File: config.mk
export PLATFORM = sky130hd
export DESIGN_NAME = hsv_to_rgb_pixel_converter_flat
export DESIGN_NICKNAME = d
export VERILOG_FILES = /design/src/rtl/hsv2rgb_pkg.sv /design/src/rtl/hsv2rgb_if.sv /design/src/rtl/hsv2rgb_apb.sv /design/src/rtl/hsv2rgb_arith.sv /design/src/rtl/hsv2rgb_gamma.sv /design/src/rtl/hsv_to_rgb_pixel_converter.sv /design/src/flat_wrapper.sv
export SDC_FILE = /design/constraint.sdc
export NUM_CORES = 1
export LEC_CHECK = 0
export BUFFER_PORTS_ARGS = -buffer_cell sky130_fd_sc_hd__buf_2
export CORE_ASPECT_RATIO = 1.25
export CORE_UTILIZATION = 39
export DETAILED_ROUTE_END_ITERATION = 10
export PLACE_DENSITY_LB_ADDON = 0.2
export SYNTH_ARGS = -nofsm -noshare
export SYNTH_HDL_FRONTEND = slang
export SYNTH_HIERARCHICAL = 1
export SYNTH_SLANG_ARGS = --single-unit
File: constraint.sdc
create_clock -name clk -period 4.62 [get_ports clk]
set_clock_uncertainty 0.2 [all_clocks]
set_input_delay 0.924 -clock clk [delete_from_list [all_inputs] [get_ports clk]]
set_output_delay 0.924 -clock clk [all_outputs]
set_load 0.01 [all_outputs]
File: src/rtl/hsv2rgb_pkg.sv
package hsv2rgb_pkg;

  localparam int HUE_W      = 11;
  localparam int CH_W       = 8;
  localparam int ARGB_W     = 32;
  localparam int CFG_ADDR_W = 3;
  localparam int CFG_DATA_W = 32;

  localparam logic [CH_W-1:0] ALPHA_OPAQUE = 8'hFF;

  // Word index of each register, taken from paddr[2]
  localparam logic REG_GAMMA_MODE = 1'b0;

  // Hue sector: which primary leads and which way the second channel ramps
  typedef enum logic [2:0] {
    SEC_RED_YELLOW   = 3'd0,
    SEC_YELLOW_GREEN = 3'd1,
    SEC_GREEN_CYAN   = 3'd2,
    SEC_CYAN_BLUE    = 3'd3,
    SEC_BLUE_MAGENTA = 3'd4,
    SEC_MAGENTA_RED  = 3'd5
  } sector_t;

  typedef struct packed {
    logic [CH_W-1:0] red;
    logic [CH_W-1:0] green;
    logic [CH_W-1:0] blue;
  } rgb_t;

  typedef logic [CH_W-1:0] gamma_lut_t [256];

  // floor(x / 255), exact for x up to 255 * 255
  function automatic logic [CH_W-1:0] div255(input logic [15:0] x);
    logic [16:0] sum;
    sum = 17'(x) + 17'(x[15:8]) + 17'd1;
    return sum[15:8];
  endfunction

  // Reduce the coarse hue modulo 6: base-4 digit sums give mod 3, bit 0 gives mod 2
  function automatic sector_t sector_of(input logic [HUE_W-1:0] x);
    logic [4:0] s1;
    logic [2:0] s2;
    logic [2:0] m3;
    s1 = 5'(x[1:0]) + 5'(x[3:2]) + 5'(x[5:4]) + 5'(x[7:6]) + 5'(x[9:8]) + 5'(x[10]);
    s2 = 3'(s1[1:0]) + 3'(s1[3:2]) + 3'(s1[4]);
    if (s2 >= 3'd6) begin
      m3 = s2 - 3'd6;
    end else if (s2 >= 3'd3) begin
      m3 = s2 - 3'd3;
    end else begin
      m3 = s2;
    end
    if (m3[0] == x[0]) begin
      return sector_t'(m3);
    end else begin
      return sector_t'(m3 + 3'd3);
    end
  endfunction

  // Largest y with y^10 <= 255 * i^9, i.e. floor(255 * (i/255)^0.9)
  function automatic gamma_lut_t build_gamma();
    gamma_lut_t lut;
    logic [95:0] rhs;
    logic [95:0] lhs;
    int          y;
    logic        done;
    y = 0;
    for (int i = 0; i < 256; i++) begin
      rhs = 96'd255;
      for (int n = 0; n < 9; n++) begin
        rhs = rhs * 96'(i);
      end
      done = 1'b0;
      for (int step = 0; step < 256; step++) begin
        if (!done && y < 255) begin
          lhs = 96'd1;
          for (int n = 0; n < 10; n++) begin
            lhs = lhs * 96'(y + 1);
          end
          if (lhs <= rhs) begin
            y = y + 1;
          end else begin
            done = 1'b1;
          end
        end
      end
      lut[i] = 8'(y);
    end
    return lut;
  endfunction

  localparam gamma_lut_t GAMMA_LUT = build_gamma();

endpackage

File: src/rtl/hsv2rgb_if.sv
interface hsv2rgb_pix_if;
  logic                             valid;
  logic                             ready;
  logic [hsv2rgb_pkg::HUE_W-1:0]    hue;
  logic [hsv2rgb_pkg::CH_W-1:0]     saturation;
  logic [hsv2rgb_pkg::CH_W-1:0]     value;

  modport source (output valid, output hue, output saturation, output value, input ready);
  modport sink   (input valid, input hue, input saturation, input value, output ready);
endinterface

interface hsv2rgb_rgb_if;
  logic                             valid;
  logic                             ready;
  logic [hsv2rgb_pkg::CH_W-1:0]     red;
  logic [hsv2rgb_pkg::CH_W-1:0]     green;
  logic [hsv2rgb_pkg::CH_W-1:0]     blue;
  logic [hsv2rgb_pkg::ARGB_W-1:0]   packed_argb;

  modport source (output valid, output red, output green, output blue,
                  output packed_argb, input ready);
  modport sink   (input valid, input red, input green, input blue,
                  input packed_argb, output ready);
endinterface

File: src/rtl/hsv2rgb_apb.sv
module hsv2rgb_apb (
  input  logic                                clk,
  input  logic                                rst,
  input  logic                                psel,
  input  logic                                penable,
  input  logic                                pwrite,
  input  logic [hsv2rgb_pkg::CFG_ADDR_W-1:0]  paddr,
  input  logic [hsv2rgb_pkg::CFG_DATA_W-1:0]  pwdata,
  output logic [hsv2rgb_pkg::CFG_DATA_W-1:0]  prdata,
  output logic                                pready,
  output logic                                gamma_mode
);

  logic wr_gamma;

  assign pready   = 1'b1;
  assign wr_gamma = psel && penable && pwrite && (paddr[2] == hsv2rgb_pkg::REG_GAMMA_MODE);

  always_ff @(posedge clk) begin
    if (rst) begin
      gamma_mode <= 1'b0;
    end else if (wr_gamma) begin
      gamma_mode <= pwdata[0];
    end
  end

  always_comb begin
    prdata = '0;
    if (paddr[2] == hsv2rgb_pkg::REG_GAMMA_MODE) begin
      prdata[0] = gamma_mode;
    end
  end

endmodule

File: src/rtl/hsv2rgb_arith.sv
module hsv2rgb_arith #(
  parameter int HUE_STEP_BITS = 8
) (
  input  logic                 clk,
  input  logic                 rst,
  hsv2rgb_pix_if.sink          pix,
  output logic                 dn_valid,
  input  logic                 dn_ready,
  output hsv2rgb_pkg::rgb_t    dn_pix
);

  localparam int HSB = HUE_STEP_BITS;
  localparam int CW  = hsv2rgb_pkg::CH_W;
  localparam int TW  = HSB + CW;        // s*k + (255-s)*D is at most 255*D
  localparam int NW  = TW + CW;         // v times the above
  localparam int HUE_W_L = hsv2rgb_pkg::HUE_W;

  localparam logic [HSB:0] STEP_ONE = {1'b1, {HSB{1'b0}}};

  // stage 1: sector and ramp
  logic                          s1_valid;
  hsv2rgb_pkg::sector_t          s1_sector;
  logic [HSB:0]                  s1_ramp;
  logic [CW-1:0]                 s1_sat;
  logic [CW-1:0]                 s1_val;
  // stage 2: first products
  logic                          s2_valid;
  hsv2rgb_pkg::sector_t          s2_sector;
  logic [CW-1:0]                 s2_val;
  logic [TW-1:0]                 s2_mix;
  logic [15:0]                   s2_prod0;
  // stage 3: second channel numerator, zero channel
  logic                          s3_valid;
  hsv2rgb_pkg::sector_t          s3_sector;
  logic [CW-1:0]                 s3_val;
  logic [NW-1:0]                 s3_num;
  logic [CW-1:0]                 s3_zero;
  // stage 4: ordered channels
  logic                          s4_valid;
  hsv2rgb_pkg::rgb_t             s4_pix;

  logic                          en1, en2, en3, en4;
  logic [HUE_W_L-1:0]            coarse;
  logic [HSB-1:0]                frac;
  hsv2rgb_pkg::sector_t          sector;
  logic [HSB:0]                  ramp;
  logic [CW-1:0]                 sat_inv;
  logic [CW-1:0]                 ch_x;
  hsv2rgb_pkg::rgb_t             order;

  // a stage loads when it is empty or its successor moves
  assign en4       = !s4_valid || dn_ready;
  assign en3       = !s3_valid || en4;
  assign en2       = !s2_valid || en3;
  assign en1       = !s1_valid || en2;
  assign pix.ready = en1;

  assign coarse = pix.hue >> HSB;
  assign frac   = HSB'(pix.hue);
  assign sector = hsv2rgb_pkg::sector_of(coarse);
  assign ramp   = sector[0] ? (STEP_ONE - (HSB + 1)'(frac)) : (HSB + 1)'(frac);

  assign sat_inv = ~s1_sat;

  assign ch_x = hsv2rgb_pkg::div255(s3_num[NW-1:HSB]);

  always_comb begin
    unique case (s3_sector)
      hsv2rgb_pkg::SEC_RED_YELLOW:   order = '{red: s3_val,  green: ch_x,    blue: s3_zero};
      hsv2rgb_pkg::SEC_YELLOW_GREEN: order = '{red: ch_x,    green: s3_val,  blue: s3_zero};
      hsv2rgb_pkg::SEC_GREEN_CYAN:   order = '{red: s3_zero, green: s3_val,  blue: ch_x};
      hsv2rgb_pkg::SEC_CYAN_BLUE:    order = '{red: s3_zero, green: ch_x,    blue: s3_val};
      hsv2rgb_pkg::SEC_BLUE_MAGENTA: order = '{red: ch_x,    green: s3_zero, blue: s3_val};
      default:                       order = '{red: s3_val,  green: s3_zero, blue: ch_x};
    endcase
  end

  always_ff @(posedge clk) begin
    if (rst) begin
      s1_valid <= 1'b0;
      s2_valid <= 1'b0;
      s3_valid <= 1'b0;
      s4_valid <= 1'b0;
    end else begin
      if (en1) s1_valid <= pix.valid;
      if (en2) s2_valid <= s1_valid;
      if (en3) s3_valid <= s2_valid;
      if (en4) s4_valid <= s3_valid;
    end
  end

  always_ff @(posedge clk) begin
    if (en1) begin
      s1_sector <= sector;
      s1_ramp   <= ramp;
      s1_sat    <= pix.saturation;
      s1_val    <= pix.value;
    end
    if (en2) begin
      s2_sector <= s1_sector;
      s2_val    <= s1_val;
      s2_mix    <= TW'(s1_sat) * TW'(s1_ramp) + {sat_inv, {HSB{1'b0}}};
      s2_prod0  <= 16'(s1_val) * 16'(sat_inv);
    end
    if (en3) begin
      s3_sector <= s2_sector;
      s3_val    <= s2_val;
      s3_num    <= NW'(s2_val) * NW'(s2_mix);
      s3_zero   <= hsv2rgb_pkg::div255(s2_prod0);
    end
    if (en4) begin
      s4_pix <= order;
    end
  end

  assign dn_valid = s4_valid;
  assign dn_pix   = s4_pix;

endmodule

File: src/rtl/hsv2rgb_gamma.sv
module hsv2rgb_gamma (
  input  logic                 clk,
  input  logic                 rst,
  input  logic                 gamma_mode,
  input  logic                 up_valid,
  output logic                 up_ready,
  input  hsv2rgb_pkg::rgb_t    up_pix,
  hsv2rgb_rgb_if.source        rgb
);

  logic                         valid;
  logic [hsv2rgb_pkg::CH_W-1:0] red;
  logic [hsv2rgb_pkg::CH_W-1:0] green;
  logic [hsv2rgb_pkg::CH_W-1:0] blue;
  logic                         en;

  assign en       = !valid || rgb.ready;
  assign up_ready = en;

  always_ff @(posedge clk) begin
    if (rst) begin
      valid <= 1'b0;
    end else if (en) begin
      valid <= up_valid;
    end
  end

  always_ff @(posedge clk) begin
    if (en) begin
      red   <= gamma_mode ? hsv2rgb_pkg::GAMMA_LUT[up_pix.red]   : up_pix.red;
      green <= gamma_mode ? hsv2rgb_pkg::GAMMA_LUT[up_pix.green] : up_pix.green;
      blue  <= gamma_mode ? hsv2rgb_pkg::GAMMA_LUT[up_pix.blue]  : up_pix.blue;
    end
  end

  assign rgb.valid       = valid;
  assign rgb.red         = red;
  assign rgb.green       = green;
  assign rgb.blue        = blue;
  assign rgb.packed_argb = {hsv2rgb_pkg::ALPHA_OPAQUE, red, green, blue};

endmodule

File: src/rtl/hsv_to_rgb_pixel_converter.sv
// HSV to RGB pixel converter. Each beat on pix carries one pixel: hue as
// sector * 2^HUE_STEP_BITS + fraction (sector taken modulo 6, so hue wraps
// around the circle), saturation and value as fractions of 255. Each beat on
// rgb carries the truncated red, green and blue channels and the same bytes
// packed as ARGB with alpha 0xFF. The block takes one pixel every clock cycle
// while the rgb sink stays ready, and each result passes through five register
// stages (sector and ramp, first products, second product and zero channel,
// channel ordering, gamma table and output register). Every stage drains into
// the next one as soon as that one is empty or moving, so bubbles close up and
// a stalled sink holds at most five pixels before pix.ready drops. Register
// gamma_mode (word 0, bit 0, reset 0) maps each channel through
// floor(255 * (c/255)^0.9); write it only while no pixel is in flight.
module hsv_to_rgb_pixel_converter #(
  parameter int HUE_STEP_BITS = 8
) (
  input  logic                                clk,
  input  logic                                rst,
  input  logic                                psel,
  input  logic                                penable,
  input  logic                                pwrite,
  input  logic [hsv2rgb_pkg::CFG_ADDR_W-1:0]  paddr,
  input  logic [hsv2rgb_pkg::CFG_DATA_W-1:0]  pwdata,
  output logic [hsv2rgb_pkg::CFG_DATA_W-1:0]  prdata,
  output logic                                pready,
  hsv2rgb_pix_if.sink                         pix,
  hsv2rgb_rgb_if.source                       rgb
);

  logic              gamma_mode;
  // arithmetic pipeline to gamma/output stage
  logic              mid_valid;
  logic              mid_ready;
  hsv2rgb_pkg::rgb_t mid_pix;

  // Hold the single config register
  hsv2rgb_apb u_apb (
    .clk        (clk),
    .rst        (rst),
    .psel       (psel),
    .penable    (penable),
    .pwrite     (pwrite),
    .paddr      (paddr),
    .pwdata     (pwdata),
    .prdata     (prdata),
    .pready     (pready),
    .gamma_mode (gamma_mode)
  );

  // Compute value, zero and ramp channels, then order them by sector
  hsv2rgb_arith #(
    .HUE_STEP_BITS (HUE_STEP_BITS)
  ) u_arith (
    .clk      (clk),
    .rst      (rst),
    .pix      (pix),
    .dn_valid (mid_valid),
    .dn_ready (mid_ready),
    .dn_pix   (mid_pix)
  );

  // Apply the optional gamma table and register the result beat
  hsv2rgb_gamma u_gamma (
    .clk        (clk),
    .rst        (rst),
    .gamma_mode (gamma_mode),
    .up_valid   (mid_valid),
    .up_ready   (mid_ready),
    .up_pix     (mid_pix),
    .rgb        (rgb)
  );

  // Nothing leaves the pipeline right after reset
  a_quiet_after_reset: assert property (@(posedge clk) disable iff (rst)
    $past(rst) |-> !rgb.valid)
    else $error("result beat right after reset");

  // An empty output stage means every stage can advance
  a_empty_takes_pixel: assert property (@(posedge clk) disable iff (rst)
    !rgb.valid |-> pix.ready)
    else $error("pipeline refused a pixel with the output stage empty");

  // A gamma_mode write reads back on the next cycle
  a_cfg_readback: assert property (@(posedge clk) disable iff (rst)
    (psel && penable && pwrite && pready && (paddr[2] == hsv2rgb_pkg::REG_GAMMA_MODE))
    |=> ((paddr[2] != hsv2rgb_pkg::REG_GAMMA_MODE) || (prdata[0] == $past(pwdata[0]))))
    else $error("gamma_mode readback mismatch");

endmodule
File: src/flat_wrapper.sv
// flat-port wrapper written by rule: the top's interface ports become plain ports
module hsv_to_rgb_pixel_converter_flat 
#(
  parameter int HUE_STEP_BITS = 8
)
  (clk, rst, psel, penable, pwrite, paddr, pwdata, prdata, pready, pix_valid, pix_hue, pix_saturation, pix_value, pix_ready, rgb_valid, rgb_red, rgb_green, rgb_blue, rgb_packed_argb, rgb_ready);
  hsv2rgb_pix_if pix_i ();
  hsv2rgb_rgb_if rgb_i ();
  input  logic clk;
  input  logic rst;
  input  logic psel;
  input  logic penable;
  input  logic pwrite;
  input  logic [hsv2rgb_pkg::CFG_ADDR_W-1:0] paddr;
  input  logic [hsv2rgb_pkg::CFG_DATA_W-1:0] pwdata;
  output logic [hsv2rgb_pkg::CFG_DATA_W-1:0] prdata;
  output logic pready;
  input wire logic [$bits(pix_i.valid)-1:0] pix_valid;
  input wire logic [$bits(pix_i.hue)-1:0] pix_hue;
  input wire logic [$bits(pix_i.saturation)-1:0] pix_saturation;
  input wire logic [$bits(pix_i.value)-1:0] pix_value;
  output wire logic [$bits(pix_i.ready)-1:0] pix_ready;
  output wire logic [$bits(rgb_i.valid)-1:0] rgb_valid;
  output wire logic [$bits(rgb_i.red)-1:0] rgb_red;
  output wire logic [$bits(rgb_i.green)-1:0] rgb_green;
  output wire logic [$bits(rgb_i.blue)-1:0] rgb_blue;
  output wire logic [$bits(rgb_i.packed_argb)-1:0] rgb_packed_argb;
  input wire logic [$bits(rgb_i.ready)-1:0] rgb_ready;
  assign pix_i.valid = pix_valid;
  assign pix_i.hue = pix_hue;
  assign pix_i.saturation = pix_saturation;
  assign pix_i.value = pix_value;
  assign pix_ready = pix_i.ready;
  assign rgb_valid = rgb_i.valid;
  assign rgb_red = rgb_i.red;
  assign rgb_green = rgb_i.green;
  assign rgb_blue = rgb_i.blue;
  assign rgb_packed_argb = rgb_i.packed_argb;
  assign rgb_i.ready = rgb_ready;
  hsv_to_rgb_pixel_converter #(.HUE_STEP_BITS(HUE_STEP_BITS)) u_core (.clk(clk), .rst(rst), .psel(psel), .penable(penable), .pwrite(pwrite), .paddr(paddr), .pwdata(pwdata), .prdata(prdata), .pready(pready), .pix(pix_i), .rgb(rgb_i));
endmodule
==> run metrics, run 1 <==
status finished, violations left; failing checks setup timing; Final Worst Setup Slack -0.222 ns; min-delay worst type reg -> reg; startpoint types flip-flop; CTS root buffer clkbuf_16; Final Instance Area 0.0231 mm²; area grow syn2layout 14.3%; CTS Buffer Depth 2; hold path cells 0; Placed Instances 2972; largest net degree at the start of global routing 54; Placer Congestion 0.890; antenna fix cells 0; Finished Layout Cells 3036; r2r setup slk -0.22 ns; Post-Syn Area 0.0202 mm²; synth warn 6; hold_sp u_core/u_arith/s2_sector[0]; first-pass GRT wire length 79900 µm; Remaining DRCs 0; Area after DPL 0.0219 mm²; crit-path max FO 6; Iter 0 DRT Violations 995; Yosys cell types 96; Req. time, crit path 4.63 ns; Core Rows 92; number of filler cells placed in the layout 4840; final hold violation count 0; Top FF cell, synth edfxtp_1; Clock transition at path regs 0.07 ns; Synth Register Bits 160; Starting Density 0.398; Final #Nets 2775; r2r endpoint u_core/u_arith/s3_num[19]; post-route antenna net violation count 0; Post-synth ARST share 0; Post-synth EDFFs 154; CTS tree yes; worst relative slew slack 0.200; WS Path Type reg -> reg; GRT Overall Usage 0.186; most common cell in the netlist inv_1; hpwl dp 37200 µm; clk sinks 160; cts bufs inserted 17; Final setup viols 7; Reg area 0.00474 mm²; layout cells sized above 1 0.183; DIE AREA 0.0528 mm²; TritonRoute pass-1 iters 5; RSZ-0062 raised after global routing true; Slew Viols, Final 0; start of the worst register-to-register path u_core/u_arith/s2_val[7]; CP Capture Type flip-flop; number of global-route vias before repair 16400; Seq/Total Area, Yosys 0.235; H-tree levels 4; measured slew at the worst slew-check pin 1.19 ns; Max Cap Viol 0; grt ovf 0; top cells by count, synth inv_1 (269), ha_1 (172), fa_1 (169), and2_1 (167), edfxtp_1 (154); Die Span Y 257 µm; area leader, netlist edfxtp_1; top-area cell type share of the netlist area 0.229; Worst-Skew Late Latency 0.46 ns; Synth Instances 2220; worst endpoint data arrival time 4.85 ns; PortBufs 86; final worst path period share 1.05; Core Region 0.0508 mm²; Die X-Extent 206 µm; post-route minimum period 4.84 ns; fmax 0.207 GHz; FF-to-FF path depth 16; WL final 48400 µm; Avg Cell Area, Syn 9.11 µm²; Vias/cell 5.36; routed via count 16300; wire per inst 15.9 µm; largest cells by area after synthesis edfxtp_1 (23%), fa_1 (17%), ha_1 (11%); WHS 0.220 ns; setup_tns -1.19 ns; I/O Pins 160; worst-case hold path end point u_core/u_arith/s3_sector[0]; initial antenna violation count 0; multi-input logic area 0.0140 mm²
worst max-delay path by stage:
stage / start / end / slack [ns] / depth (start not counted)
6_report: u_core/u_arith/s2_val[7] / u_core/u_arith/s3_num[19] / -0.22 / 16
5_1_grt: u_core/u_arith/s2_val[6] / u_core/u_arith/s3_num[19] / -0.39 / 16
4_1_cts: u_core/u_arith/s2_val[7] / u_core/u_arith/s3_num[19] / -0.23 / 15
3_5_place_dp: u_core/u_arith/s2_val[6] / u_core/u_arith/s3_num[19] / -0.28 / 15
3_3_place_gp: u_core/u_arith/s2_val[5] / u_core/u_arith/s3_num[19] / -0.24 / 16
2_1_floorplan: u_core/u_arith/s2_val[4] / u_core/u_arith/s3_num[19] / -0.13 / 16
cell families after synthesis:
group / Yosys count / synth area share
buffers and inverters: 457 / 0.103
DFF: 160 / 0.235
muxes: 28 / 0.0170
xor gates and xnor gates: 66 / 0.0286
other: 4 / 0.000742
and+or+nand+nor: 678 / 0.179
adders and majority gates: 341 / 0.274
AOI/OAI and AO/OA: 486 / 0.163
placed cells by master, fill, tap and decap left out, types with 18 or more instances in the layout:
cell type / Yosys / layout
nand2b_1: 56 / 54
o211ai_1: 27 / 27
a211oi_1: 20 / 19
and2_1: 167 / 158
nor2_1: 104 / 103
edfxtp_1: 154 / 154
buf_4: 75 / 162
inv_1: 269 / 252
a31oi_1: 20 / 19
a21o_1: 23 / 23
buf_6: 4 / 18
nand3_1: 33 / 31
xnor2_1: 47 / 45
xor2_1: 19 / 19
nor3_1: 30 / 29
conb_1: 4 / 41
nand2_1: 141 / 137
inv_2: 6 / 22
fa_1: 169 / 162
nor2b_1: 63 / 56
o21ai_0: 94 / 88
a21oi_1: 104 / 95
buf_2: 45 / 87
o22ai_1: 22 / 22
ha_1: 172 / 152
area by class of cell:
class / instances / share of cell area
clock buffer: 17 / 0.0184
multi-input combinational: 1640 / 0.606
clock inverter: 15 / 0.00699
inverter: 275 / 0.0448
tap: 658 / 0.0356
sequential: 160 / 0.205
timing repair buffer: 271 / 0.0832
what timing repair did:
action,CTS,global route
setup endpoints to repair,17,24
pin swaps,41,61
gates cloned,1,0
hold buffers,0,0
gates resized for setup,37,76
setup buffers,21,11
sequential cells by signal, summed over array words and instances (netlist names), 9 cells and up:
register	cells
u_core/u_arith/dn_pix	24
u_core/u_arith/s1_ramp	9
u_core/u_arith/s2_mix	16
u_core/u_arith/s2_prod0	16
u_core/u_arith/s3_num	16
critical path: stages (launching register included):
cell      delay [ns]
edfxtp_1        0.50
buf_6           0.18
and2_4          0.13
fa_1            0.48
fa_1            0.51
fa_1            0.49
inv_1           0.05
fa_1            0.49
inv_2           0.05
ha_4            0.21
nand2_2         0.07
o31ai_2         0.07
a41o_1          0.24
o21a_4          0.25
o311a_1         0.34
or2_1           0.22
xor2_1          0.14
per-layer routing:
metal / wire [µm] / global-route usage
met1: 19000 / 0.210
met2: 26200 / 0.348
met4: 1450 / 0.0761
met3: 1830 / 0.0210
met5: 0 / 0
stage by stage:
| stage | utilization | setup slack [ns] |
|---|---|---|
| global route | 0.455 | -0.391 |
| CTS | 0.449 | -0.229 |
| global placement | 0.431 | -0.236 |
| finish | 0.455 | -0.222 |
| detailed placement | 0.431 | -0.285 |
| floorplan | - | -0.125 |
Power of run 1 is left out: the tool's default activity adds up to more than one toggle a clock period on the data nets, which glitch-free logic cannot reach.
==> run 2, diff against run 1 <==
- GPL_TIMING_DRIVEN: default -> 1
- SKIP_CTS_REPAIR_TIMING: default -> 1
==> run metrics, run 2 (synthesis results as in run 1) <==
status finished, violations left; failing checks setup timing; DIE AREA 0.0528 mm²; Reg area 0.00474 mm²; final hold violation count 0; Placer Congestion 0.890; CTS Buffer Depth 2; startpoint types flip-flop; GR Layer Usage met2 0.341; Iter 0 DRT Violations 1006; CTS root buffer clkbuf_16; hold_sp u_core/u_arith/s2_sector[0]; start of the worst register-to-register path u_core/u_arith/s2_val[7]; Slew Viols, Final 0; GRT Overall Usage 0.184; CP Capture Type flip-flop; hold path cells 0; WHS 0.220 ns; fmax 0.206 GHz; routed via count 16300; Final #Nets 2776; r2r endpoint u_core/u_arith/s3_num[19]; Final setup viols 7; post-layout util 0.455; most common cell after layout, fill and taps aside inv_1; Max Cap Viol 0; Die X-Extent 206 µm; final worst path period share 1.05; number of filler cells placed in the layout 4839; PortBufs 86; grt met1 use 0.210; GR peak layer met2; WS Path Type reg -> reg; clk sinks 160; RSZ-0062 raised after global routing true; min-delay worst type reg -> reg; H-tree levels 4; Final Worst Setup Slack -0.223 ns; initial antenna violation count 0; post-route minimum period 4.84 ns; measured slew at the worst slew-check pin 1.21 ns; Core Rows 92; commonest non-fill, non-tap cells in the layout inv_1 (254), buf_4 (164), and2_1 (158), fa_1 (158); TritonRoute pass-1 iters 5; multi-input logic area 0.0140 mm²; number of global-route vias before repair 16300; Core Region 0.0508 mm²; largest net degree at the start of global routing 54; cts bufs inserted 17; Vias/cell 5.36; FF-to-FF path depth 15; Worst-Skew Late Latency 0.46 ns; worst endpoint data arrival time 4.85 ns; Die Span Y 257 µm; I/O Pins 160; r2r setup slk -0.22 ns; hpwl dp 37200 µm; WL final 48600 µm; routing usage on met3 0.0208; CTS tree yes; worst-case hold path end point u_core/u_arith/s3_sector[0]; Remaining DRCs 0; worst relative slew slack 0.189; max reg flops 24; Starting Density 0.398; area grow syn2layout 14.2%; crit-path max FO 6; post-route antenna net violation count 0; grt ovf 0; wire per inst 16.0 µm; Req. time, crit path 4.63 ns; first-pass GRT wire length 79000 µm; Clock transition at path regs 0.07 ns; layout cells sized above 1 0.183
-- run 2: per-stage QoR --
stage | TNS [ns] | setup slack (ns) | std cells | instance area (µm²)
4_1_cts | -2.94 | -0.296 | 3004 | 22500
3_3_place_gp | -2.00 | -0.236 | 2972 | 21900
2_1_floorplan | -0.290 | -0.125 | 2257 | 20600
3_5_place_dp | -2.71 | -0.285 | 2972 | 21900
6_report | -1.19 | -0.223 | 3038 | 23100
5_1_grt | -3.26 | -0.379 | 3037 | 23100
-- run 2: metal layers --
| metal | up-vias | routed length [µm] |
|---|---|---|
| li1 | 7835 | - |
| met1 | 7894 | 19000 |
| met2 | 444 | 26100 |
| met3 | 107 | 1890 |
| met4 | 0 | 1580 |
| met5 | - | 0 |
-- run 2: worst max-delay path by stage --
| stage | start | endpoint | slack (ns) | cells past startpoint |
|---|---|---|---|---|
| 2_1_floorplan | u_core/u_arith/s2_val[4] | u_core/u_arith/s3_num[19] | -0.13 | 16 |
| 3_3_place_gp | u_core/u_arith/s2_val[5] | u_core/u_arith/s3_num[19] | -0.24 | 16 |
| 3_5_place_dp | u_core/u_arith/s2_val[6] | u_core/u_arith/s3_num[19] | -0.28 | 15 |
| 4_1_cts | u_core/u_arith/s2_val[6] | u_core/u_arith/s3_num[19] | -0.30 | 15 |
| 5_1_grt | u_core/u_arith/s2_val[4] | u_core/u_arith/s3_num[19] | -0.38 | 16 |
| 6_report | u_core/u_arith/s2_val[7] | u_core/u_arith/s3_num[19] | -0.22 | 15 |
-- run 2: layout make-up --
| type | count | area share |
|---|---|---|
| multi-input combinational | 1640 | 0.604 |
| clock inverter | 15 | 0.00699 |
| antenna | 1 | 0.000108 |
| tap | 658 | 0.0357 |
| clock buffer | 17 | 0.0184 |
| sequential | 160 | 0.205 |
| timing repair buffer | 272 | 0.0838 |
| inverter | 275 | 0.0452 |
-- run 2: critical path, stage by stage, from the launching register on --
cell,delay (ns)
edfxtp_1,0.51
and2_4,0.20
fa_1,0.50
fa_1,0.51
fa_1,0.49
inv_1,0.05
fa_1,0.48
inv_2,0.05
ha_4,0.22
a211o_1,0.25
o211ai_1,0.12
a21oi_2,0.10
o21a_4,0.25
o311a_1,0.30
or2_1,0.24
xor2_1,0.14
Power of run 2 is left out for the same reason.
==> run 3, diff against run 2 <==
- ABC_AREA: default -> 1
- SLEW_MARGIN: default -> 20
==> run metrics, run 3 <==
status completed; grt ovf 0; hold_sp u_core/u_arith/s2_sector[2]; CTS root buffer clkbuf_16; clk sinks 160; Final #Nets 3324; Avg Cell Area, Syn 7.27 µm²; Vias/cell 5.04; Seq/Total Area, Yosys 0.230; post-route antenna net violation count 0; crit-path max FO 8; commonest non-fill, non-tap cells in the layout nand2_1 (808), inv_1 (523), nand3_1 (202); WS Path Type reg -> reg; CP most frequent cell fa_1; WL final 54000 µm; TritonRoute pass-1 iters 6; initial antenna violation count 0; H-tree levels 4; most common cell in the netlist nand2_1; Worst-Skew Late Latency 0.50 ns; top-area cell type share of the netlist area 0.224; top cells by count, synth nand2_1 (815), inv_1 (530), nand3_1 (202), nor2_1 (187), ha_1 (172); largest cells by area after synthesis edfxtp_1 (22%), fa_1 (16%), nand2_1 (15%); Die X-Extent 208 µm; CTS tree yes; final worst path period share 0.972; area leader, netlist edfxtp_1; hpwl dp 42300 µm; PortBufs 86; post-route minimum period 4.49 ns; measured slew at the worst slew-check pin 0.981 ns; Final setup viols 0; I/O Pins 160; cts bufs inserted 17; FF-to-FF path depth 15; final hold violation count 0; antenna fix cells 0; hold path cells 0; Post-Syn Area 0.0206 mm²; Worst Setup SP u_core/u_arith/s2_mix[13]; Remaining DRCs 0; routed via count 18100; Synth Instances 2836; WHS 0.214 ns; Finished Layout Cells 3592; Post-synth EDFFs 154; Top FF cell, synth edfxtp_1; Req. time, crit path 4.67 ns; worst relative slew slack 0.346; Die Span Y 259 µm; Placed Instances 3538; worst endpoint data arrival time 4.54 ns; Critical-path top delay cell edfxtp_1; Core Region 0.0519 mm²; first-pass GRT wire length 87700 µm; Worst path max stage delay 0.55 ns; setup_tns 0 ns; most common cell after layout, fill and taps aside nand2_1; post-layout util 0.438; number of filler cells placed in the layout 5285; fmax 0.223 GHz; Synth Register Bits 160; largest net degree at the start of global routing 45; synth warn 6; crit-path cells nand2_1, inv_1, fa_1, fa_1, fa_1, inv_1, fa_1, inv_1, ha_1, nand2_1, buf_4, nor3_1, nand4_1, nand4_1, nand2_1; area grow syn2layout 10.3%; Yosys cell types 52; Starting Density 0.397; number of global-route vias before repair 18000; CTS Buffer Depth 2; Post-synth ARST share 0; layout cells sized above 1 0.102; wire per inst 15.0 µm; Placer Congestion 0.926; Slew Viols, Final 0; startpoint types flip-flop; CP Capture Type flip-flop; min-delay worst type reg -> reg; GRT Overall Usage 0.203; Clock transition at path regs 0.07 ns; DIE AREA 0.0538 mm²; Core Rows 93; Max Cap Viol 0; max reg flops 24; start of the worst register-to-register path u_core/u_arith/s2_mix[13]; Iter 0 DRT Violations 1111
==> run 3: cell types whose count changed after synthesis, sizes merged, moves of 20 or more <==
cell,delta
nand2,+682
inv,+266
nand3,+170
and2,-165
nor2,+89
nor2b,-63
nand2b,-56
a21oi,+35
xnor2,-35
o22ai,-21
a211oi,-20
==> run 3: per-layer routing <==
layer	routed length, µm	part of all wire	GRT usage	up-vias
li1	-	-	-	8907
met1	21000	0.39	0.219	8566
met2	29400	0.54	0.394	531
met3	2100	0.039	0.0276	111
met4	1540	0.029	0.0848	0
met5	0	0	0	-
==> run 3: metrics by stage <==
stage | setup slack [ns] | instance area [µm²]
finish | 0.130 | 22700
global route | -0.0179 | 22700
CTS | 0.0816 | 22300
detailed placement | 0.0889 | 21700
global placement | 0.0611 | 21700
floorplan | 0.0748 | 20800
==> run 3: cell families (layout without fill, tap and decap cells) <==
group / count (synthesis) / count (layout) / synth area share
mux: 1 / 1 / 0.000486
other cells: 4 / 41 / 0.000728
flops: 160 / 160 / 0.230
fa+ha+maj: 341 / 341 / 0.268
simple gates: 1271 / 1271 / 0.252
buf+inv: 712 / 766 / 0.147
xor+xnor: 50 / 50 / 0.0212
compound gates: 297 / 297 / 0.0802
==> run 3: critical path: cells and delay by family, from the launching register on <==
kind | cells | cell delay [ns]
DFF | 1 | 0.55
buffers and inverters | 4 | 0.31
and+or+nand+nor | 6 | 0.85
adders and majority gates | 5 | 2.34
==> run 3: final cells by class <==
| type | instances | area [µm²] | area share |
|---|---|---|---|
| clock buffers | 17 | 425 | 0.0187 |
| clock inverters | 15 | 171 | 0.00754 |
| inverters | 544 | 2050 | 0.0899 |
| multi-input cells | 2001 | 13200 | 0.581 |
| flip-flops and latches | 160 | 4740 | 0.209 |
| well taps | 665 | 832 | 0.0366 |
| repair buffers | 190 | 1310 | 0.0575 |
==> run 3: path summary, 6_finish.rpt <==
check	end	slack, ns
setup / recovery	u_core/u_arith/s3_num[22]	0.13
hold / removal	u_core/u_arith/s3_sector[2]	0.21
setup reg to reg	u_core/u_arith/s3_num[22]	0.13
hold reg to reg	u_core/u_arith/s3_sector[2]	0.21
Power of run 3 is left out for the same reason.
